[src/rtl/lmbs_pkg.sv]
// Shared constants, codes and transfer types of the LED matrix blink scanner.
package lmbs_pkg;

	localparam int ROWS  = 3;
	localparam int COLS  = 3;
	localparam int NCELL = ROWS * COLS;
	localparam int ROW_W = (ROWS > 1) ? $clog2(ROWS) : 1;

	localparam int DIV_W   = 9;
	localparam int DIVCNT_W = $clog2(DIV_W);

	localparam logic [2:0] OP_TICK   = 3'd0;
	localparam logic [2:0] OP_ON     = 3'd1;
	localparam logic [2:0] OP_OFF    = 3'd2;
	localparam logic [2:0] OP_TOGGLE = 3'd3;
	localparam logic [2:0] OP_BLINK  = 3'd4;
	localparam logic [2:0] OP_STOP   = 3'd5;

	localparam logic [DIV_W-1:0] FREQ_BASE     = DIV_W'(1000 / 2);
	localparam logic [7:0]       PRESCALE_INIT = 8'd5;

	typedef enum logic [2:0] {
		S_IDLE,
		S_DIV_FREQ,
		S_DIV_PRE,
		S_CHAIN,
		S_OUT
	} lmbs_state_t;

	typedef struct packed {
		logic [2:0] opcode;
		logic [2:0] led_row;
		logic [2:0] led_col;
		logic [8:0] blink_freq;
	} lmbs_in_t;

	typedef struct packed {
		logic [7:0] row_drive;
		logic [7:0] col_drive;
		logic       pins_refreshed;
		logic       addressed_blinking;
	} lmbs_out_t;

	typedef struct packed {
		logic             valid;
		logic [2:0]       op;
		logic [2:0]       row;
		logic [2:0]       col;
		logic [DIV_W-1:0] reload;
		logic             refresh;
		logic             blinking;
	} lmbs_pkt_t;

	typedef struct packed {
		logic             start;
		logic [DIV_W-1:0] dividend;
		logic [DIV_W-1:0] divisor;
	} lmbs_div_req_t;

	typedef struct packed {
		logic             busy;
		logic             done;
		logic [DIV_W-1:0] quotient;
	} lmbs_div_sts_t;

endpackage

[src/rtl/lmbs_div.sv]
// Restoring unsigned divider, one quotient bit per cycle.
module lmbs_div (
	input  logic                    clk,
	input  logic                    arst_n,
	input  lmbs_pkg::lmbs_div_req_t req,
	output lmbs_pkg::lmbs_div_sts_t sts
);

	logic [lmbs_pkg::DIV_W-1:0]    rem_q;
	logic [lmbs_pkg::DIV_W-1:0]    quo_q;
	logic [lmbs_pkg::DIV_W-1:0]    divisor_q;
	logic [lmbs_pkg::DIVCNT_W-1:0] cnt_q;
	logic                          busy_q;
	logic                          done_q;

	logic [lmbs_pkg::DIV_W:0]   trial;
	logic                       ge;
	logic [lmbs_pkg::DIV_W-1:0] rem_d;

	always_comb begin
		trial = {rem_q, quo_q[lmbs_pkg::DIV_W-1]};
		ge    = trial >= {1'b0, divisor_q};
		rem_d = ge ? lmbs_pkg::DIV_W'(trial - {1'b0, divisor_q})
		           : lmbs_pkg::DIV_W'(trial);
	end

	always_ff @(posedge clk or negedge arst_n) begin
		if (!arst_n) begin
			busy_q <= 1'b0;
			done_q <= 1'b0;
			cnt_q  <= '0;
		end else begin
			done_q <= 1'b0;
			if (req.start) begin
				busy_q <= 1'b1;
				cnt_q  <= '0;
			end else if (busy_q) begin
				cnt_q <= cnt_q + 1'b1;
				if (cnt_q == lmbs_pkg::DIVCNT_W'(lmbs_pkg::DIV_W - 1)) begin
					busy_q <= 1'b0;
					done_q <= 1'b1;
				end
			end
		end
	end

	always_ff @(posedge clk) begin
		if (req.start) begin
			rem_q     <= '0;
			quo_q     <= req.dividend;
			divisor_q <= req.divisor;
		end else if (busy_q) begin
			rem_q <= rem_d;
			quo_q <= {quo_q[lmbs_pkg::DIV_W-2:0], ge};
		end
	end

	assign sts.busy     = busy_q;
	assign sts.done     = done_q;
	assign sts.quotient = quo_q;

endmodule

[src/rtl/lmbs_cell.sv]
// One LED of the matrix: lit bit, blink mode and blink counters, one chain stage.
module lmbs_cell (
	input  logic                clk,
	input  logic                arst_n,
	input  logic [2:0]          cell_row,
	input  logic [2:0]          cell_col,
	input  lmbs_pkg::lmbs_pkt_t pkt_in,
	output lmbs_pkg::lmbs_pkt_t pkt_out,
	output logic                lit
);

	logic                       lit_q;
	logic                       mode_q;
	logic [lmbs_pkg::DIV_W-1:0] reload_q;
	logic [lmbs_pkg::DIV_W-1:0] count_q;
	lmbs_pkg::lmbs_pkt_t        pkt_q;

	logic                       match;
	logic                       blink_now;
	logic [lmbs_pkg::DIV_W-1:0] dec;
	logic                       lit_d;
	logic                       mode_d;
	logic [lmbs_pkg::DIV_W-1:0] reload_d;
	logic [lmbs_pkg::DIV_W-1:0] count_d;
	lmbs_pkg::lmbs_pkt_t        pkt_d;

	always_comb begin
		match     = pkt_in.valid && (pkt_in.row == cell_row) && (pkt_in.col == cell_col);
		blink_now = pkt_in.valid && pkt_in.refresh && mode_q;
		dec       = count_q - 1'b1;
		lit_d     = lit_q;
		mode_d    = mode_q;
		reload_d  = reload_q;
		count_d   = count_q;
		if (blink_now) begin
			if (dec == '0) begin
				lit_d   = ~lit_q;
				count_d = reload_q;
			end else begin
				count_d = dec;
			end
		end
		if (match) begin
			unique case (pkt_in.op)
				lmbs_pkg::OP_ON: begin
					lit_d = 1'b1;
				end
				lmbs_pkg::OP_OFF: begin
					lit_d = 1'b0;
				end
				lmbs_pkg::OP_TOGGLE: begin
					lit_d = ~lit_q;
				end
				lmbs_pkg::OP_BLINK: begin
					mode_d   = 1'b1;
					reload_d = pkt_in.reload;
					count_d  = pkt_in.reload;
				end
				lmbs_pkg::OP_STOP: begin
					mode_d = 1'b0;
				end
				default: begin
				end
			endcase
		end
		pkt_d          = pkt_in;
		pkt_d.blinking = pkt_in.blinking | (match & mode_d);
	end

	always_ff @(posedge clk or negedge arst_n) begin
		if (!arst_n) begin
			lit_q  <= 1'b0;
			mode_q <= 1'b0;
			pkt_q  <= '0;
		end else begin
			lit_q  <= lit_d;
			mode_q <= mode_d;
			pkt_q  <= pkt_d;
		end
	end

	always_ff @(posedge clk) begin
		reload_q <= reload_d;
		count_q  <= count_d;
	end

	assign pkt_out = pkt_q;
	assign lit     = lit_q;

endmodule

[src/rtl/led_matrix_blink_scanner.sv]
// Top level of the LED matrix blink scanner: control, prescaler, cell chain and pins.
// A tick or LED command walks the cell chain from transfer to result; start blink first
// runs two 9-bit divides, frequency then prescale. Only one item is in flight: a new
// item is taken once the last has walked the chain and been moved to the output.
// The next item transfers while a result waits on the output.
// Reset: LEDs off, no blinking, row counter, prescale count and pins zero, prescale 5.
module led_matrix_blink_scanner (
	input  logic                clk,
	input  logic                arst_n,
	input  logic                in_valid,
	output logic                in_ready,
	input  lmbs_pkg::lmbs_in_t  in_data,
	output logic                out_valid,
	input  logic                out_ready,
	output lmbs_pkg::lmbs_out_t out_data,
	input  logic                cfg_we,
	input  logic [7:0]          cfg_wdata
);

	lmbs_pkg::lmbs_state_t state_q;
	lmbs_pkg::lmbs_state_t state_d;

	lmbs_pkg::lmbs_in_t          in_q;
	logic [7:0]                  prescale_q;
	logic [7:0]                  pcount_q;
	logic [lmbs_pkg::ROW_W-1:0]  scan_row_q;
	logic [7:0]                  drv_row_q;
	logic [7:0]                  drv_col_q;
	logic                        refresh_q;
	logic                        blink_q;
	logic                        out_valid_q;
	lmbs_pkg::lmbs_out_t         out_q;

	lmbs_pkg::lmbs_div_req_t div_req;
	lmbs_pkg::lmbs_div_sts_t div_sts;

	lmbs_pkg::lmbs_pkt_t pkt_head;
	lmbs_pkg::lmbs_pkt_t pkt [0:lmbs_pkg::NCELL];
	logic [lmbs_pkg::NCELL-1:0] lit;

	logic                        accept;
	logic                        slot_free;
	logic [7:0]                  pre;
	logic [8:0]                  cnt_next;
	logic                        tick_refresh;
	logic [lmbs_pkg::DIV_W-1:0]  freq_div;
	logic [lmbs_pkg::DIV_W-1:0]  reload_clamped;
	logic [7:0]                  row_lit;
	lmbs_pkg::lmbs_pkt_t         last;

	assign pkt[0]    = pkt_head;
	assign last      = pkt[lmbs_pkg::NCELL];
	assign accept    = in_valid && in_ready;
	assign slot_free = !out_valid_q || out_ready;

	always_comb begin
		pre            = (prescale_q == 8'd0) ? 8'd1 : prescale_q;
		cnt_next       = {1'b0, pcount_q} + 9'd1;
		tick_refresh   = (in_data.opcode == lmbs_pkg::OP_TICK) && (cnt_next >= {1'b0, pre});
		freq_div       = (in_data.blink_freq == '0) ? lmbs_pkg::DIV_W'(1) : in_data.blink_freq;
		reload_clamped = (div_sts.quotient == '0) ? lmbs_pkg::DIV_W'(1) : div_sts.quotient;
	end

	always_comb begin
		state_d  = state_q;
		in_ready = 1'b0;
		div_req  = '0;
		pkt_head = '0;
		unique case (state_q)
			lmbs_pkg::S_IDLE: begin
				in_ready = 1'b1;
				if (in_valid) begin
					if (in_data.opcode == lmbs_pkg::OP_BLINK) begin
						div_req.start    = 1'b1;
						div_req.dividend = lmbs_pkg::FREQ_BASE;
						div_req.divisor  = freq_div;
						state_d          = lmbs_pkg::S_DIV_FREQ;
					end else begin
						pkt_head.valid   = 1'b1;
						pkt_head.op      = in_data.opcode;
						pkt_head.row     = in_data.led_row;
						pkt_head.col     = in_data.led_col;
						pkt_head.refresh = tick_refresh;
						state_d          = lmbs_pkg::S_CHAIN;
					end
				end
			end
			lmbs_pkg::S_DIV_FREQ: begin
				if (div_sts.done) begin
					div_req.start    = 1'b1;
					div_req.dividend = div_sts.quotient;
					div_req.divisor  = {1'b0, pre};
					state_d          = lmbs_pkg::S_DIV_PRE;
				end
			end
			lmbs_pkg::S_DIV_PRE: begin
				if (div_sts.done) begin
					pkt_head.valid  = 1'b1;
					pkt_head.op     = in_q.opcode;
					pkt_head.row    = in_q.led_row;
					pkt_head.col    = in_q.led_col;
					pkt_head.reload = reload_clamped;
					state_d         = lmbs_pkg::S_CHAIN;
				end
			end
			lmbs_pkg::S_CHAIN: begin
				if (last.valid) begin
					state_d = lmbs_pkg::S_OUT;
				end
			end
			lmbs_pkg::S_OUT: begin
				if (slot_free) begin
					state_d = lmbs_pkg::S_IDLE;
				end
			end
			default: begin
				state_d = lmbs_pkg::S_IDLE;
			end
		endcase
	end

	always_ff @(posedge clk or negedge arst_n) begin
		if (!arst_n) begin
			state_q <= lmbs_pkg::S_IDLE;
		end else begin
			state_q <= state_d;
		end
	end

	lmbs_div u_div (
		.clk    (clk),
		.arst_n (arst_n),
		.req    (div_req),
		.sts    (div_sts)
	);

	for (genvar k = 0; k < lmbs_pkg::NCELL; k++) begin : g_cell
		lmbs_cell u_cell (
			.clk      (clk),
			.arst_n   (arst_n),
			.cell_row (3'(k / lmbs_pkg::COLS)),
			.cell_col (3'(k % lmbs_pkg::COLS)),
			.pkt_in   (pkt[k]),
			.pkt_out  (pkt[k+1]),
			.lit      (lit[k])
		);
	end

	always_comb begin
		row_lit = '0;
		for (int r = 0; r < lmbs_pkg::ROWS; r++) begin
			if (scan_row_q == lmbs_pkg::ROW_W'(r)) begin
				for (int c = 0; c < lmbs_pkg::COLS; c++) begin
					row_lit[c] = lit[r * lmbs_pkg::COLS + c];
				end
			end
		end
	end

	always_ff @(posedge clk or negedge arst_n) begin
		if (!arst_n) begin
			prescale_q  <= lmbs_pkg::PRESCALE_INIT;
			pcount_q    <= '0;
			scan_row_q  <= '0;
			drv_row_q   <= '0;
			drv_col_q   <= '0;
			out_valid_q <= 1'b0;
		end else begin
			if (cfg_we) begin
				prescale_q <= cfg_wdata;
			end
			if (accept && (in_data.opcode == lmbs_pkg::OP_TICK)) begin
				pcount_q <= tick_refresh ? 8'd0 : cnt_next[7:0];
			end
			if (state_q == lmbs_pkg::S_CHAIN && last.valid && last.refresh) begin
				drv_row_q <= 8'd1 << scan_row_q;
				drv_col_q <= ~row_lit;
				if (scan_row_q == lmbs_pkg::ROW_W'(lmbs_pkg::ROWS - 1)) begin
					scan_row_q <= '0;
				end else begin
					scan_row_q <= scan_row_q + 1'b1;
				end
			end
			if (state_q == lmbs_pkg::S_OUT && slot_free) begin
				out_valid_q <= 1'b1;
			end else if (out_ready) begin
				out_valid_q <= 1'b0;
			end
		end
	end

	always_ff @(posedge clk) begin
		if (accept) begin
			in_q <= in_data;
		end
		if (state_q == lmbs_pkg::S_CHAIN && last.valid) begin
			refresh_q <= last.refresh;
			blink_q   <= last.blinking;
		end
		if (state_q == lmbs_pkg::S_OUT && slot_free) begin
			out_q.row_drive          <= drv_row_q;
			out_q.col_drive          <= drv_col_q;
			out_q.pins_refreshed     <= refresh_q;
			out_q.addressed_blinking <= blink_q;
		end
	end

	assign out_valid = out_valid_q;
	assign out_data  = out_q;

	logic [lmbs_pkg::NCELL:0] pkt_valids;
	always_comb begin
		for (int k = 0; k <= lmbs_pkg::NCELL; k++) begin
			pkt_valids[k] = pkt[k].valid;
		end
	end

	a_refresh_row_onehot: assert property (@(posedge clk) disable iff (!arst_n)
		out_valid && out_data.pins_refreshed |-> $onehot(out_data.row_drive))
		else $error("refreshed result without a one-hot row");

	a_chain_single: assert property (@(posedge clk) disable iff (!arst_n)
		$onehot0(pkt_valids))
		else $error("more than one item walking the cell chain");

	a_blink_in_range: assert property (@(posedge clk) disable iff (!arst_n)
		last.valid && last.blinking |->
			(last.row < lmbs_pkg::ROWS) && (last.col < lmbs_pkg::COLS))
		else $error("blink mode reported for an address outside the matrix");

	a_div_no_restart: assert property (@(posedge clk) disable iff (!arst_n)
		div_req.start |-> !div_sts.busy)
		else $error("divider started while busy");

endmodule

[config.mk]
export PLATFORM = sky130hd
export DESIGN_NAME = led_matrix_blink_scanner
export DESIGN_NICKNAME = d
export VERILOG_FILES = /design/src/rtl/lmbs_pkg.sv /design/src/rtl/lmbs_div.sv /design/src/rtl/lmbs_cell.sv /design/src/rtl/led_matrix_blink_scanner.sv
export SDC_FILE = /design/constraint.sdc
export NUM_CORES = 1
export LEC_CHECK = 0
export BUFFER_PORTS_ARGS = -buffer_cell sky130_fd_sc_hd__buf_4
export CAP_MARGIN = 30
export CORE_AREA = 5 5 190 192
export CTS_CLUSTER_DIAMETER = 30
export DETAILED_ROUTE_END_ITERATION = 7
export DIE_AREA = 0 0 195 197
export PLACE_DENSITY_LB_ADDON = 0.08
export SKIP_CTS_REPAIR_TIMING = 1
export SYNTH_ARGS = -nofsm -noshare
export SYNTH_HDL_FRONTEND = slang
export SYNTH_SLANG_ARGS = --single-unit
[constraint.sdc]
create_clock -name clk -period 4.41 [get_ports clk]
set_input_delay 0.2205 -clock clk [delete_from_list [all_inputs] [get_ports clk]]
set_output_delay 0.2205 -clock clk [all_outputs]
set_load 0.01 [all_outputs]
; Yosys cells after proc, flatten, opt, wreduce, memory -nomap -nowiden
; Cells that the tools add are included.
[word_totals]
reg_bits = 451
output_inout_bits = 20
[op_classes]
n_addsub = 13
n_lt_le_gt_ge = 2
eq_ne = 71
shifts = 1
mux = 131
bitwise_logic = 27
n_reduce_logical = 78
[op_table]
columns = op, n
row1 = $mux W9, 42
row2 = $logic_not A9 Y1, 11
row3 = $sub A9 B1 Y9 const B, 9
row4 = $eq A3 B2 Y1 const B, 26
row5 = $mux W19, 4
row6 = $eq A3 B3 Y1 const B, 20
row7 = $eq A3 B1 Y1 const B, 16
row8 = $mux W1, 48
row9 = $logic_and A1 B1 Y1, 42
row10 = $pmux W19 S2, 1
row11 = $pmux W1 S3, 9
row12 = $logic_not A3 Y1, 8
row13 = $mux W3, 8
row14 = $mux W10, 2
row15 = $pmux W10 S2, 1
row16 = $reduce_and A2 Y1, 10
row17 = $pmux W1 S2, 9
row18 = $mux W8, 2
row19 = $pmux W3 S5, 1
row20 = $ge A10 B9 Y1, 1
row21 = $add A8 B1 Y9 const B, 1
row22 = $and A1 B1 Y1, 9
row23 = $ge A9 B8 Y1, 1
row24 = $not A1 Y1, 9
row25 = 20 further kinds, 33

; Longest topological paths before layout
[depth]
depth_word = 12
ltp_mapped = 13
mapped_depth_nobuf = 12

; By module
; A second synthesis with hierarchy kept.
[hier_totals]
hier_cells = 1639
hier_area_um2 = 19530.0
[by_module_without_submodules]
columns = mod, n_inst, cells_per_inst, area_each_um2, seq_area_each_um2
row1 = lmbs_cell (g_cell[0].u_cell ...), 6, 131, 1651.6, 1026.0
row2 = lmbs_cell (g_cell[6].u_cell ...), 3, 147, 1704.1, 1026.0
row3 = led_matrix_blink_scanner, 1, 256, 2720.1, 1333.8
row4 = lmbs_div, 1, 156, 1788.0, 870.8

; Least setup slack after synthesis
; OpenSTA, ideal clock, no wires.
[synth_timing]
path_kind = register to register
startpoint = reg state_q[0]
endpoint = reg g_cell[0].u_cell.count_q[4] in the netlist's numbering
arrival_ps = 2917
path_slack_ps = 1371
stages_incl_launch_ff = 9
n_path_buf = 1
synth_period_minus_slack_ps = 3039
path_cell_list = dfrtp_1 -> clkbuf_1 -> or4b_1 -> inv_1 -> nand4b_1 -> a22o_1 -> nor3_1 -> o21bai_1 -> o21ai_0
[synth_via]
elab_chain_cells = 7
[synth_rtl]
columns = element, line_no
row1 = from (decl), led_matrix_blink_scanner.sv:20  ; lmbs_pkg::lmbs_state_t state_q;
row2 = from (signal assigned), led_matrix_blink_scanner.sv:124  ; state_q <= lmbs_pkg::S_IDLE;
row3 = from (signal assigned), led_matrix_blink_scanner.sv:126  ; state_q <= state_d;
row4 = $eq A3 B2 Y1 or $logic_not A3 Y1 (tied branches), led_matrix_blink_scanner.sv:69  ; unique case (state_q)
row5 = $pmux W10 S2 or $mux W1 (tied branches), led_matrix_blink_scanner.sv:69
row6 = $logic_and A1 B1 Y1 (2 in a row), lmbs_cell.sv:29  ; blink_now = pkt_in.valid && pkt_in.refresh && mode_q;
row7 = $mux W9, lmbs_cell.sv:35  ; if (blink_now) begin
row8 = $mux W9, lmbs_cell.sv:44  ; unique case (pkt_in.op)
row9 = $mux W9 *, lmbs_cell.sv:43  ; if (match) begin
row10 = "net g_cell[0].u_cell.count_d, one bit", lmbs_cell.sv:24  ; logic [lmbs_pkg::DIV_W-1:0] count_d;
row11 = to (signal assigned), lmbs_cell.sv:84  ; count_q <= count_d;
row12 = to (decl), lmbs_cell.sv:15  ; logic [lmbs_pkg::DIV_W-1:0] count_q;
; Mark *: on every way through the listed nets, which the timed path passes. The rest lies on a longest branch.
; A chain may end at the register's enable or synchronous reset.

==> reports/summary.txt <==
Fin. max-slew vios: 0
Vias: 12299
First-pass GRT wire length: 62400 um
Antenna viol nets, final: 0
F_max: 281 MHz
Mapped Cells: 1602
Library cells used by synthesis: 78
Final wirelength: 37700 um
RSZ-0062 raised after global routing: false
Root Driver: clkbuf_16
Worst slew margin: 0.351
Seq/Total Area, Yosys: 0.614
Clock buffer depth: 3
Vert. Die Dim: 197 um
Part of the cycle the worst path needs: 0.808
CTS Buf Count: 81
Initial Util: 0.523
Layout cells sized above 1: 0.126
Routability cong.: 0.832
Non-filler instance count after layout: 2238
Most frequent cells in the layout: dfrtp_1, nand2_1, nor2_1, edfxtp_1, a21oi_1
Worst-path fanout max: 17
Final Hold Fails: 0
First-pass detailed-route iteration total: 5
Placed insts: 2052
Hold Path Depth: 2
Final Setup Violations: 0
Seq cells post-synth: 433
Async SR Flop Fraction: 0.515
Yosys Warn Count: 0
Core box area: 34200 um2
Leading cell type in the layout, fill and taps excluded: dfrtp_1
Skew-Pair Late Insertion Delay: 590 ps
H-tree levels: 3
DP Wirelength: 25300 um
Worst Skew: 20.7 ps
Chip width: 195 um
Vias in the first global route: 12328
GRT Total Usage: 0.196
Max-cap viol count: 0
Area delta synth->final: 22.3%
CP max-delay cell: nor2_1
WP data arrival: 4030 ps
Initial drt markers: 793
Setup_tns: 0 ps
Cells along the critical path: or4b_1 -> inv_1 -> and3_1 -> nor2_1 -> clkinv_1 -> nor4b_1
Minimum clock period: 3560 ps
Port Buffers: 46
Gr ovfl total: 0
Leak pwr: 9.68 nW
Largest net degree at the start of global routing: 103
Power Dens Cells: 571 nW/um2
Num Clock Sinks: 433
Ant. Diodes: 0
Startpoint type of the worst setup path: register
Number of flops mapped to enable cells by yosys: 120
Num ports: 51
Reg clk slew, reported paths: 40 ps
Worst VDD drop: 0.422 mV
Critical path capture point type: register
WL per Instance: 16.9 um
Synthesized area: 17900 um2
FF-to-FF path depth: 6
Status: finished clean
DRC: 0
Synth Flop Type: dfrtp_1
Vias per cell: 5.50
Initial antenna violation count: 0
Die area: 38400 um2
CP required: 4870 ps
Actual slew at the worst max-slew pin: 971 ps
CTS tree: yes
Hold Path Class: input pin to register
Final-stage net count: 1784
Syn avg cell area: 11.2 um2
Slowest stage delay, CP: 750 ps
Row cnt: 68
Critical path class: register to register
==> where the power goes <==
group          leakage [nW]  internal [W]  switching, W
Sequential             5.02       0.00450      0.000359
Combinational          3.26      0.000558      0.000706
Clock                  1.40       0.00435       0.00203
Total                  9.68       0.00941       0.00309
==> final timing paths <==
path                                         startpoint                            to  slack [ps]
setup reg to reg                             state_q[2]                  u_div.done_q         850
setup / recovery                             state_q[2]                  u_div.done_q         850
min in group asynchronous                        arst_n                 prescale_q[3]         240
hold / removal                                   cfg_we                 prescale_q[0]          10
hold reg to reg            g_cell[3].u_cell.pkt_out[14]  g_cell[4].u_cell.pkt_out[14]         360
max in group asynchronous                        arst_n  g_cell[7].u_cell.pkt_out[17]        3050
==> area by class of cell <==
class                   count  area (um2)
repair buffers             88         763
fillers                  2656       12300
inverters                  57         214
flip-flops and latches    433       11000
well taps                 455         569
multi-input cells        1053        6460
clock inverters            47         626
clock buffers             105        2270
==> stage by stage <==
step	area (um2)	setup WS [ps]	power [W]	utilization	hold slack, ps
after floorplan	17900	1370	0.00573	-	-75.1
after CTS	21500	859	0.0126	0.630	-329
after global placement	18600	1020	0.00611	0.545	278
final	21900	848	0.0125	0.640	14.9
after global routing	21900	466	0.0131	0.640	14.6
after detailed placement	18700	875	0.00615	0.545	287
==> worst max-delay path: cells and delay by family (launching register included) <==
family	cells	cell delay [ps]
AND/OR/NAND/NOR	4	1900
buffers and inverters	2	950
flip-flops	1	590
==> flip-flops by register name, indices dropped and copies added (netlist names) <==
| signal | cells |
|---|---|
| in_q | 9 |
| g_cell.u_cell.mode_q | 9 |
| u_div.quo_q | 9 |
| blink_q | 1 |
| refresh_q | 1 |
| u_div.done_q | 1 |
| g_cell.u_cell.pkt_out | 171 |
| u_div.rem_q | 9 |
| u_div.busy_q | 1 |
| scan_row_q | 2 |
| u_div.divisor_q | 9 |
| drv_col_q | 4 |
| out_valid | 1 |
| drv_row_q | 2 |
| u_div.cnt_q | 4 |
| g_cell.u_cell.lit | 9 |
| state_q | 3 |
| g_cell.u_cell.count_q | 81 |
| out_data | 10 |
| prescale_q | 8 |
| g_cell.u_cell.reload_q | 81 |
| pcount_q | 8 |
==> layer usage <==
layer / up-vias / part of all wire / global-route usage
li1: 6023 / - / -
met1: 5935 / 0.44 / 0.258
met2: 235 / 0.49 / 0.322
met3: 106 / 0.036 / 0.0405
met4: 0 / 0.034 / 0.0776
met5: - / 0 / 0
==> cell usage after synthesis, types with 12 or more instances <==
cell type | instances | share of area
nand2b_1 | 33 | 0.012
dfrtp_1 | 221 | 0.31
nand2_1 | 138 | 0.029
a22o_1 | 14 | 0.0068
mux2i_1 | 13 | 0.0073
inv_1 | 56 | 0.012
and2_1 | 19 | 0.0066
nor3b_1 | 12 | 0.0050
nor4_1 | 20 | 0.0070
a31oi_1 | 25 | 0.0087
o21ai_0 | 98 | 0.027
xnor2_1 | 34 | 0.017
dfxtp_1 | 90 | 0.10
nor3_1 | 57 | 0.016
a21oi_1 | 111 | 0.031
and3_1 | 20 | 0.0070
clkbuf_1 | 49 | 0.010
xor2_1 | 35 | 0.017
ha_1 | 38 | 0.027
nor2_1 | 128 | 0.027
a21o_1 | 22 | 0.0092
a211oi_1 | 13 | 0.0055
edfxtp_1 | 120 | 0.20
nand3_1 | 42 | 0.012
==> cells by family (layout without fill, tap and decap cells) <==
logic type / count (synthesis) / after routing / synth area share
simple gates: 555 / 555 / 0.158
flops: 433 / 433 / 0.614
compound gates: 369 / 369 / 0.130
buf+inv: 119 / 297 / 0.0271
xor+xnor: 69 / 69 / 0.0338
fa+ha+maj: 39 / 39 / 0.0277
mux: 17 / 17 / 0.00978
other cells: 1 / 4 / 0.000209
No activity file was read; power rests on OpenSTA's default activity.
